[config.mk]
export PLATFORM = sky130hd
export DESIGN_NAME = ppcie_alu
export DESIGN_NICKNAME = d
export VERILOG_FILES = /design/src/hdl/ppcie_pkg.sv /design/src/hdl/ppcie_alu.sv
export SDC_FILE = /design/constraint.sdc
export NUM_CORES = 2
export LEC_CHECK = 0
export ABC_AREA = 0
export BUFFER_PORTS_ARGS = -buffer_cell sky130_fd_sc_hd__buf_2
export CELL_PAD_IN_SITES_DETAIL_PLACEMENT = 1
export CELL_PAD_IN_SITES_GLOBAL_PLACEMENT = 2
export CORE_ASPECT_RATIO = 0.7
export CORE_MARGIN = 5
export CORE_UTILIZATION = 34
export DETAILED_ROUTE_END_ITERATION = 8
export GPL_ROUTABILITY_DRIVEN = 0
export PLACE_DENSITY = 0.82
export REMOVE_ABC_BUFFERS = 1
export SYNTH_ARGS = -nofsm -noshare
export SYNTH_HDL_FRONTEND = slang
export SYNTH_SLANG_ARGS = --single-unit
[constraint.sdc]
create_clock -name vclk -period 9.9
set_clock_uncertainty 0.15 [all_clocks]
set_input_delay 0.495 -clock vclk [all_inputs]
set_output_delay 0.495 -clock vclk [all_outputs]
set_load 0.02 [all_outputs]
[src/hdl/ppcie_pkg.sv]
package ppcie_pkg;

  localparam int SLOT_COUNT = 256;
  localparam int SPR_COUNT  = 1024;

  localparam int SLOT_AW   = $clog2(SLOT_COUNT);
  localparam int SPR_AW    = $clog2(SPR_COUNT);
  localparam int SPR_CLR_W = $clog2(SPR_COUNT + 1);
  localparam int GPR_COUNT = 32;
  localparam int GPR_AW    = 5;

  localparam logic [9:0] SPR_XER = 10'd1;
  localparam logic [9:0] SPR_LR  = 10'd8;
  localparam logic [9:0] SPR_CTR = 10'd9;

  localparam int XER_SO_BIT = 31;
  localparam int XER_OV_BIT = 30;
  localparam int XER_CA_BIT = 29;

  localparam logic [1:0] KIND_DIRECT = 2'd0;
  localparam logic [1:0] KIND_LR     = 2'd1;
  localparam logic [1:0] KIND_CTR    = 2'd2;

  typedef enum logic [4:0] {
    OP_LOAD_GPR   = 5'd0,
    OP_STORE_GPR  = 5'd1,
    OP_LOAD_SPR   = 5'd2,
    OP_STORE_SPR  = 5'd3,
    OP_PC_REL     = 5'd4,
    OP_CONST_I32  = 5'd5,
    OP_ADD        = 5'd6,
    OP_SUB        = 5'd7,
    OP_ADD_CA     = 5'd8,
    OP_ADD_ECA    = 5'd9,
    OP_SUB_CA     = 5'd10,
    OP_SUB_ECA    = 5'd11,
    OP_MUL_LOW    = 5'd12,
    OP_MUL_HIGH_S = 5'd13,
    OP_MUL_HIGH_U = 5'd14,
    OP_MTCRF      = 5'd15,
    OP_AND        = 5'd16,
    OP_OR         = 5'd17,
    OP_XOR        = 5'd18,
    OP_ROTL_MASK  = 5'd19,
    OP_EXTS       = 5'd20,
    OP_SET_CR     = 5'd21,
    OP_BRANCH     = 5'd22
  } op_t;

  typedef struct packed {
    logic [4:0]  operation;
    logic [7:0]  dest_slot;
    logic [9:0]  reg_index;
    logic [31:0] immediate;
    logic [7:0]  option_bits;
    logic [4:0]  rotate_amount;
    logic [4:0]  mask_begin;
    logic [4:0]  mask_end;
    logic [4:0]  branch_options;
    logic [15:0] insn_offset;
  } item_t;

  typedef struct packed {
    logic [31:0] cr;
    logic [31:0] xer;
    logic [31:0] lr;
    logic [31:0] ctr;
  } arch_t;

  typedef struct packed {
    logic [31:0] result_value;
    logic        branch_taken;
    logic [31:0] next_address;
    logic        block_end;
  } res_t;

  typedef struct packed {
    logic slot_we;
    logic gpr_we;
    logic spr_we;
  } wr_t;

  typedef logic [SLOT_AW-1:0] slot_map_t [256];

  // Slot numbers wrap modulo the store depth; the table is built at elaboration.
  function automatic slot_map_t build_slot_map();
    slot_map_t m;
    for (int i = 0; i < 256; i++) begin
      m[i] = SLOT_AW'(i % SLOT_COUNT);
    end
    return m;
  endfunction

  localparam slot_map_t SLOT_MAP = build_slot_map();

endpackage

[src/hdl/ppcie_alu.sv]
module ppcie_alu (
  input  ppcie_pkg::item_t item,
  input  logic [31:0]      entry,
  input  logic [31:0]      a,
  input  logic [31:0]      b,
  input  logic [31:0]      gpr_val,
  input  logic [31:0]      spr_val,
  input  ppcie_pkg::arch_t arch,
  output ppcie_pkg::arch_t arch_nxt,
  output ppcie_pkg::res_t  res,
  output ppcie_pkg::wr_t   wr
);

  logic [31:0]        add_x, add_y, add_d;
  logic               add_cin, add_co, add_ov;
  logic               mul_sgn, mul_ovf;
  logic signed [32:0] mul_a, mul_b;
  logic signed [65:0] prod;
  logic [31:0]        rot, mask_lo, mask_hi, mask_m;
  logic               spr_in_range;
  logic [31:0]        spr_rd;
  logic               cmp_lt, cmp_gt, cmp_eq;
  logic [31:0]        cmp_c;
  logic [31:0]        gpc, ctr_b;
  logic [1:0]         kind;
  logic               ok_ctr, ok_cnd, taken;
  logic [31:0]        xer_t;
  logic               oe;

  assign oe = item.option_bits[0];

  // Shared adder for all add and subtract forms.
  always_comb begin
    add_x   = (item.operation == ppcie_pkg::OP_SUB_ECA) ? ~a : a;
    add_y   = (item.operation == ppcie_pkg::OP_SUB ||
               item.operation == ppcie_pkg::OP_SUB_CA) ? ~b : b;
    add_cin = 1'b0;
    if (item.operation == ppcie_pkg::OP_SUB || item.operation == ppcie_pkg::OP_SUB_CA) begin
      add_cin = 1'b1;
    end else if (item.operation == ppcie_pkg::OP_ADD_ECA ||
                 item.operation == ppcie_pkg::OP_SUB_ECA) begin
      add_cin = arch.xer[ppcie_pkg::XER_CA_BIT];
    end
    {add_co, add_d} = 33'(add_x) + 33'(add_y) + 33'(add_cin);
    add_ov = ((add_x ^ ~add_y) & (add_x ^ add_d)) >> 31 != 32'd0;
  end

  assign mul_sgn = (item.operation != ppcie_pkg::OP_MUL_HIGH_U);
  assign mul_a   = {mul_sgn & a[31], a};
  assign mul_b   = {mul_sgn & b[31], b};
  assign prod    = mul_a * mul_b;
  assign mul_ovf = !((prod[63:31] == '0) || (prod[63:31] == '1));

  always_comb begin
    rot     = 32'(({a, a} << item.rotate_amount) >> 32);
    mask_lo = 32'hFFFF_FFFF >> item.mask_begin;
    mask_hi = (item.mask_end == 5'd31) ? 32'd0 :
              32'hFFFF_FFFF >> (6'(item.mask_end) + 6'd1);
    mask_m  = (item.mask_end < item.mask_begin) ? ~(mask_lo ^ mask_hi) : (mask_lo ^ mask_hi);
  end

  always_comb begin
    spr_in_range = (32'(item.reg_index) < 32'(ppcie_pkg::SPR_COUNT));
    if (item.reg_index == ppcie_pkg::SPR_XER) begin
      spr_rd = arch.xer;
    end else if (item.reg_index == ppcie_pkg::SPR_LR) begin
      spr_rd = arch.lr;
    end else if (item.reg_index == ppcie_pkg::SPR_CTR) begin
      spr_rd = arch.ctr;
    end else begin
      spr_rd = spr_in_range ? spr_val : 32'd0;
    end
  end

  always_comb begin
    cmp_eq = (a == b);
    cmp_lt = item.option_bits[1] ? ($signed(a) < $signed(b)) : (a < b);
    cmp_gt = !cmp_eq && !cmp_lt;
    cmp_c  = {cmp_lt, cmp_gt, cmp_eq, arch.xer[ppcie_pkg::XER_SO_BIT], 28'd0};
  end

  // Branch: target base, counter decrement, counter and condition tests.
  always_comb begin
    gpc    = entry + 32'(item.insn_offset);
    kind   = item.option_bits[7:6];
    ctr_b  = (!item.branch_options[2] && kind != ppcie_pkg::KIND_CTR) ?
             arch.ctr - 32'd1 : arch.ctr;
    ok_ctr = item.branch_options[2] || ((ctr_b != 32'd0) == !item.branch_options[1]);
    ok_cnd = item.branch_options[4] ||
             ((arch.cr[5'd31 - item.reg_index[4:0]] == 1'b0) == !item.branch_options[3]);
    taken  = ok_ctr && ok_cnd;
  end

  always_comb begin
    arch_nxt = arch;
    res      = '0;
    wr       = '0;
    xer_t    = arch.xer;
    unique case (item.operation) inside
      ppcie_pkg::OP_LOAD_GPR: begin
        res.result_value = gpr_val;
        wr.slot_we       = 1'b1;
      end
      ppcie_pkg::OP_STORE_GPR: begin
        res.result_value = a;
        wr.gpr_we        = 1'b1;
      end
      ppcie_pkg::OP_LOAD_SPR: begin
        res.result_value = spr_rd;
        wr.slot_we       = 1'b1;
      end
      ppcie_pkg::OP_STORE_SPR: begin
        res.result_value = a;
        if (item.reg_index == ppcie_pkg::SPR_XER) begin
          arch_nxt.xer = a;
        end else if (item.reg_index == ppcie_pkg::SPR_LR) begin
          arch_nxt.lr = a;
        end else if (item.reg_index == ppcie_pkg::SPR_CTR) begin
          arch_nxt.ctr = a;
        end else begin
          wr.spr_we = spr_in_range;
        end
      end
      ppcie_pkg::OP_PC_REL: begin
        res.result_value = entry + item.immediate;
        wr.slot_we       = 1'b1;
      end
      ppcie_pkg::OP_CONST_I32: begin
        res.result_value = item.immediate;
        wr.slot_we       = 1'b1;
      end
      ppcie_pkg::OP_ADD, ppcie_pkg::OP_SUB, ppcie_pkg::OP_ADD_CA, ppcie_pkg::OP_ADD_ECA,
      ppcie_pkg::OP_SUB_CA, ppcie_pkg::OP_SUB_ECA: begin
        res.result_value = add_d;
        wr.slot_we       = 1'b1;
        if (item.operation != ppcie_pkg::OP_ADD && item.operation != ppcie_pkg::OP_SUB) begin
          xer_t[ppcie_pkg::XER_CA_BIT] = add_co;
        end
        if (oe) begin
          xer_t[ppcie_pkg::XER_OV_BIT] = add_ov;
          if (add_ov) begin
            xer_t[ppcie_pkg::XER_SO_BIT] = 1'b1;
          end
        end
        arch_nxt.xer = xer_t;
      end
      ppcie_pkg::OP_MUL_LOW: begin
        res.result_value = prod[31:0];
        wr.slot_we       = 1'b1;
        if (oe) begin
          xer_t[ppcie_pkg::XER_OV_BIT] = mul_ovf;
          if (mul_ovf) begin
            xer_t[ppcie_pkg::XER_SO_BIT] = 1'b1;
          end
        end
        arch_nxt.xer = xer_t;
      end
      ppcie_pkg::OP_MUL_HIGH_S, ppcie_pkg::OP_MUL_HIGH_U: begin
        res.result_value = prod[63:32];
        wr.slot_we       = 1'b1;
      end
      ppcie_pkg::OP_MTCRF: begin
        arch_nxt.cr      = (arch.cr & ~item.immediate) | (a & item.immediate);
        res.result_value = arch_nxt.cr;
      end
      ppcie_pkg::OP_AND: begin
        res.result_value = a & b;
        wr.slot_we       = 1'b1;
      end
      ppcie_pkg::OP_OR: begin
        res.result_value = a | b;
        wr.slot_we       = 1'b1;
      end
      ppcie_pkg::OP_XOR: begin
        res.result_value = a ^ b;
        wr.slot_we       = 1'b1;
      end
      ppcie_pkg::OP_ROTL_MASK: begin
        res.result_value = rot & mask_m;
        wr.slot_we       = 1'b1;
      end
      ppcie_pkg::OP_EXTS: begin
        res.result_value = item.option_bits[5] ? {{24{a[7]}}, a[7:0]} : {{16{a[15]}}, a[15:0]};
        wr.slot_we       = 1'b1;
      end
      ppcie_pkg::OP_SET_CR: begin
        arch_nxt.cr = (arch.cr & ~(32'hF000_0000 >> item.reg_index[4:0])) |
                      (cmp_c >> item.reg_index[4:0]);
        res.result_value = arch_nxt.cr;
      end
      ppcie_pkg::OP_BRANCH: begin
        arch_nxt.ctr     = ctr_b;
        res.branch_taken = taken;
        if (taken) begin
          if (kind == ppcie_pkg::KIND_LR) begin
            res.next_address = arch.lr & ~32'd3;
          end else if (kind == ppcie_pkg::KIND_CTR) begin
            res.next_address = ctr_b & ~32'd3;
          end else begin
            res.next_address = item.option_bits[3] ? item.immediate : gpc + item.immediate;
          end
        end
        if (item.option_bits[2]) begin
          res.result_value = gpc + 32'd4;
          arch_nxt.lr      = gpc + 32'd4;
        end
        res.block_end = !(item.option_bits[4] && !taken);
      end
      default: begin
      end
    endcase
  end

endmodule

### Word level (Yosys, flattened, before mapping)

Cells that the tools add are included.

* flip-flop bits (word level): 0
* input port bits: 387
* output and inout bits: 197
* word-level logic and storage cells: 143

* $add $sub $neg: 9
* multiply operators: 1
* $lt $le $gt $ge: 4
* equality and inequality tests: 36
* shift-type cells: 5
* muxes and demuxes: 41
* bitwise gates (word level): 22
* reductions and logical operators: 25

Operators by type and width (count)
* 32-bit two-way mux: 19
* 32-bit one-hot mux with 16 select lines: 1
* 32-bit AND: 6
* 32-bit NOT: 6
* 64-bit one-hot mux with 2 select lines: 1
* 32-bit bitwise XOR: 4
* 32-bit bitwise OR: 3
* 32-bit one-hot mux with 3 select lines: 1
* 32-bit adder: 2
* 32-bit < comparator: 2
* 33-bit by 33-bit multiplier with 64-bit output: 1
* 64-bit two-way mux: 1
* 32-bit one-hot mux with 2 select lines: 1
* 64-bit by 5-bit << shifter with 64-bit output: 1
* 32-bit by 5-bit >> shifter with 32-bit output, first input constant: 2
* 5-bit by 4-bit equality test with 1-bit output, second input constant: 8
* 5-bit equality test, second input constant: 8
* 34-bit two-way mux: 1
* 32-bit by 32-bit adder with 33-bit output: 1
* 33-bit by 1-bit adder with 33-bit output: 1
* 33-bit equality test, second input constant: 1
* 33-bit logical NOT: 1
* 32-bit by 16-bit adder with 32-bit output: 1
* 32-bit by 3-bit adder with 32-bit output, second input constant: 1
* other kinds (32): 69

### Logic depth before layout (Yosys ltp)

* depth after elaboration: 11
* mapped depth: 37

### Worst setup path after synthesis

No wires, ideal clock.

* kind: input -> output
* start point: input item[95] in the netlist's numbering
* end point: output arch_nxt[95] in the netlist's numbering
* data arrival time: 9248 ps
* setup slack: 7 ps
* cell stages on the path: 37
* buffers on the path: 3
* cell sequence: clkbuf_1 nor2b_1 nand2_1 nor2_1 nor2_1 clkbuf_1 nand2_1 inv_1 fa_1 inv_1 fa_1 inv_1 fa_1 inv_1 fa_1 inv_1 fa_1 inv_1 fa_1 fa_1 fa_1 inv_1 ha_1 clkbuf_1 a21o_1 o21bai_1 a22oi_2 nor2_1 a22oi_1 o211ai_1 a211oi_1 nor2_1 or4_1 nand4bb_1 nor2_1 and3b_1 o31a_1

RTL lines
* start, declared: RTL line ppcie_alu.sv:2 `input ppcie_pkg::item_t item,`
* end, declared: RTL line ppcie_alu.sv:9 `output ppcie_pkg::arch_t arch_nxt,`

==> reports/summary.md <==
* starting utilization of the core area: 34.1%
* utilization of the core after routing: 41.3%
* actual slew at the worst max-slew pin: 1.73 ns
* arrival time worst endpoint: 9.77 ns
* Die Area: 179,000 um2
* final standard cell area without fillers: 70,400 um2
* # fillers: 20,800
* vias in the first global route: 65,600
* number of buffer and inverter instances along the worst setup path: 10
* area of the core: 171,000 um2
* Hold WC Path Type: in -> out
* share of layout cells above drive strength 1: 20.6%
* number of maximum-capacitance constraint violations: 1
* wire per inst: 31.9 um
* most prevalent standard cell on the critical path: fa_1
* number of detailed-route iterations in the first pass: 9
* Area contributors post-synth: fa_1, ha_1, inv_1
* number of nets in the final layout: 10,200
* dominant cell type by area after synthesis: fa_1
* failing checks: DRC, capacitance limit, slew limit, setup timing
* final-layout clock buffer total: 0
* Tot GR Track Use: 36.1%
* Routed Antenna Nets: 0
* register area share after synthesis: 0%
* post-detailed-route via-to-cell ratio: 6.04
* share of the synthesized area in the top cell type: 38.9%
* Final HPWL DP: 291,000 um
* # setup viols final: 4
* flip-flop and latch count: 0
* Max Fclk: 0.0960 GHz
* headroom to the max-slew limit: -16.4%
* Largest stage delay, worst path: 0.58 ns
* Final Max Slew Viols: 5
* 1st-iter DRT viols: 9,433
* Worst Setup Path Type: in -> out
* worst-path cell with the longest stage delay: fa_1
* number of design rule violations left after detail routing: 42
* Critical Path Fanout Max: 18
* number of primary I/O pins: 584
* area used by sequential logic in the layout: 0 um2
* x dimension of the die: 504 um
* pin count of the biggest net entering global routing: 53
* initial antenna violation count: 65
* standard-cell rows: 127
* Layout area overhead: 21.1%
* total negative slack for setup checks: -1.20 ns
* Netlist cell types: 93
* Critical Path Sink Type: output port
* final-report hold violation count: 0
* Placement Cell Area: 69,100 um2
* mean instance size in the synthesized netlist: 7.94 um2
* leftover overflow at the end of global routing: 0
* first-pass GRT wire length: 472,000 um
* vias after detailed routing: 64,000
* PnR worst setup slack: -0.513 ns
* input/output buffers: 575
* total wire length after detailed routing: 338,000 um
* Period minus WS final: 10.41 ns
* final clock period utilization by the worst path: 105%
* height of the die: 356 um
* Mapped Cells: 7,323
* unrepaired setup endpoints after global routing: true
* synthesis warning total: 0
* netlist area before placement: 58,100 um2
* required time at the endpoint of the critical path: 9.26 ns
* result of the run: finished with violations
* Critical Path Source Type: input pin
* kind of cell adding the most delay to the critical path: adder cells
==> layout by cell type, fill, tap and decap left out, types with 34 or more instances in the layout <==
cell type / n
nor2_1: 958
buf_12: 73
a21oi_1: 276
o21ai_0: 267
mux4_2: 42
a211oi_1: 34
fa_1: 1121
a31oi_1: 61
mux2i_1: 117
nand2_1: 772
o211ai_1: 71
nand3_1: 130
xor2_1: 85
diode_2: 61
ha_1: 411
mux2_2: 57
inv_1: 1172
nor3_1: 87
a22oi_1: 68
a21o_1: 81
a221oi_1: 40
buf_2: 564
nand2b_1: 42
xnor2_1: 252
buf_4: 740
nand4_1: 56
==> cell usage after synthesis (96+ instances only) <==
master    instances
mux2i_1         118
buf_1            96
nor3_1          100
a21oi_1         283
nand2_1         781
nor2_1          972
nand3_1         134
clkbuf_1        332
ha_1            425
inv_1          1187
fa_1           1130
o21ai_0         276
xnor2_1         259
==> per-stage QoR <==
stage | setup WS, ns | hold slack (ns) | instances
after detailed placement | -0.868 | 1.13 | 10500
final | -0.513 | 1.13 | 10600
after CTS | -0.230 | 1.13 | 10500
after floorplan | -0.339 | 0.922 | 6881
after global routing | -0.634 | 1.14 | 10600
after global placement | -0.667 | 1.13 | 10500
==> layer usage <==
layer  GRT usage [%]  vias to the layer above  share of wire, %
met3            17.0                      950                16
li1                -                    25600                 -
met5            2.51                        -              0.38
met4            13.9                       37               5.2
met2            48.8                     4556                39
met1            49.2                    32800                40
==> area by class of cell <==
class	instances	area [um2]	share of cell area, %
timing repair buffer	1398	10100	14.3
multi-input combinational	5654	52700	74.9
tap	2257	2820	4.01
antenna	61	153	0.217
inverter	1227	4620	6.56
==> kinds of logic after synthesis <==
kind of cell    Yosys count  share of synthesized area, %
buf+inv                1669                          10.8
xor+xnor                347                          5.23
fa+ha+maj              1555                          48.1
mux                     217                          4.76
compound gates         1233                          14.1
simple gates           2302                          17.0
==> worst paths after layout <==
path	slack (ns)	endpoint	depth (start not counted)	from
worst max-delay path	-0.51	arch_nxt[95]	33	a[26]
worst min-delay path	1.13	res[0]	3	item[40]
==> repair_timing <==
item	4_1_cts	5_1_grt
setup buffers	14	16
gates cloned	0	0
resized for setup	124	81
pin swaps	79	51
endpoints found under the setup margin	14	15
hold buffers	0	0
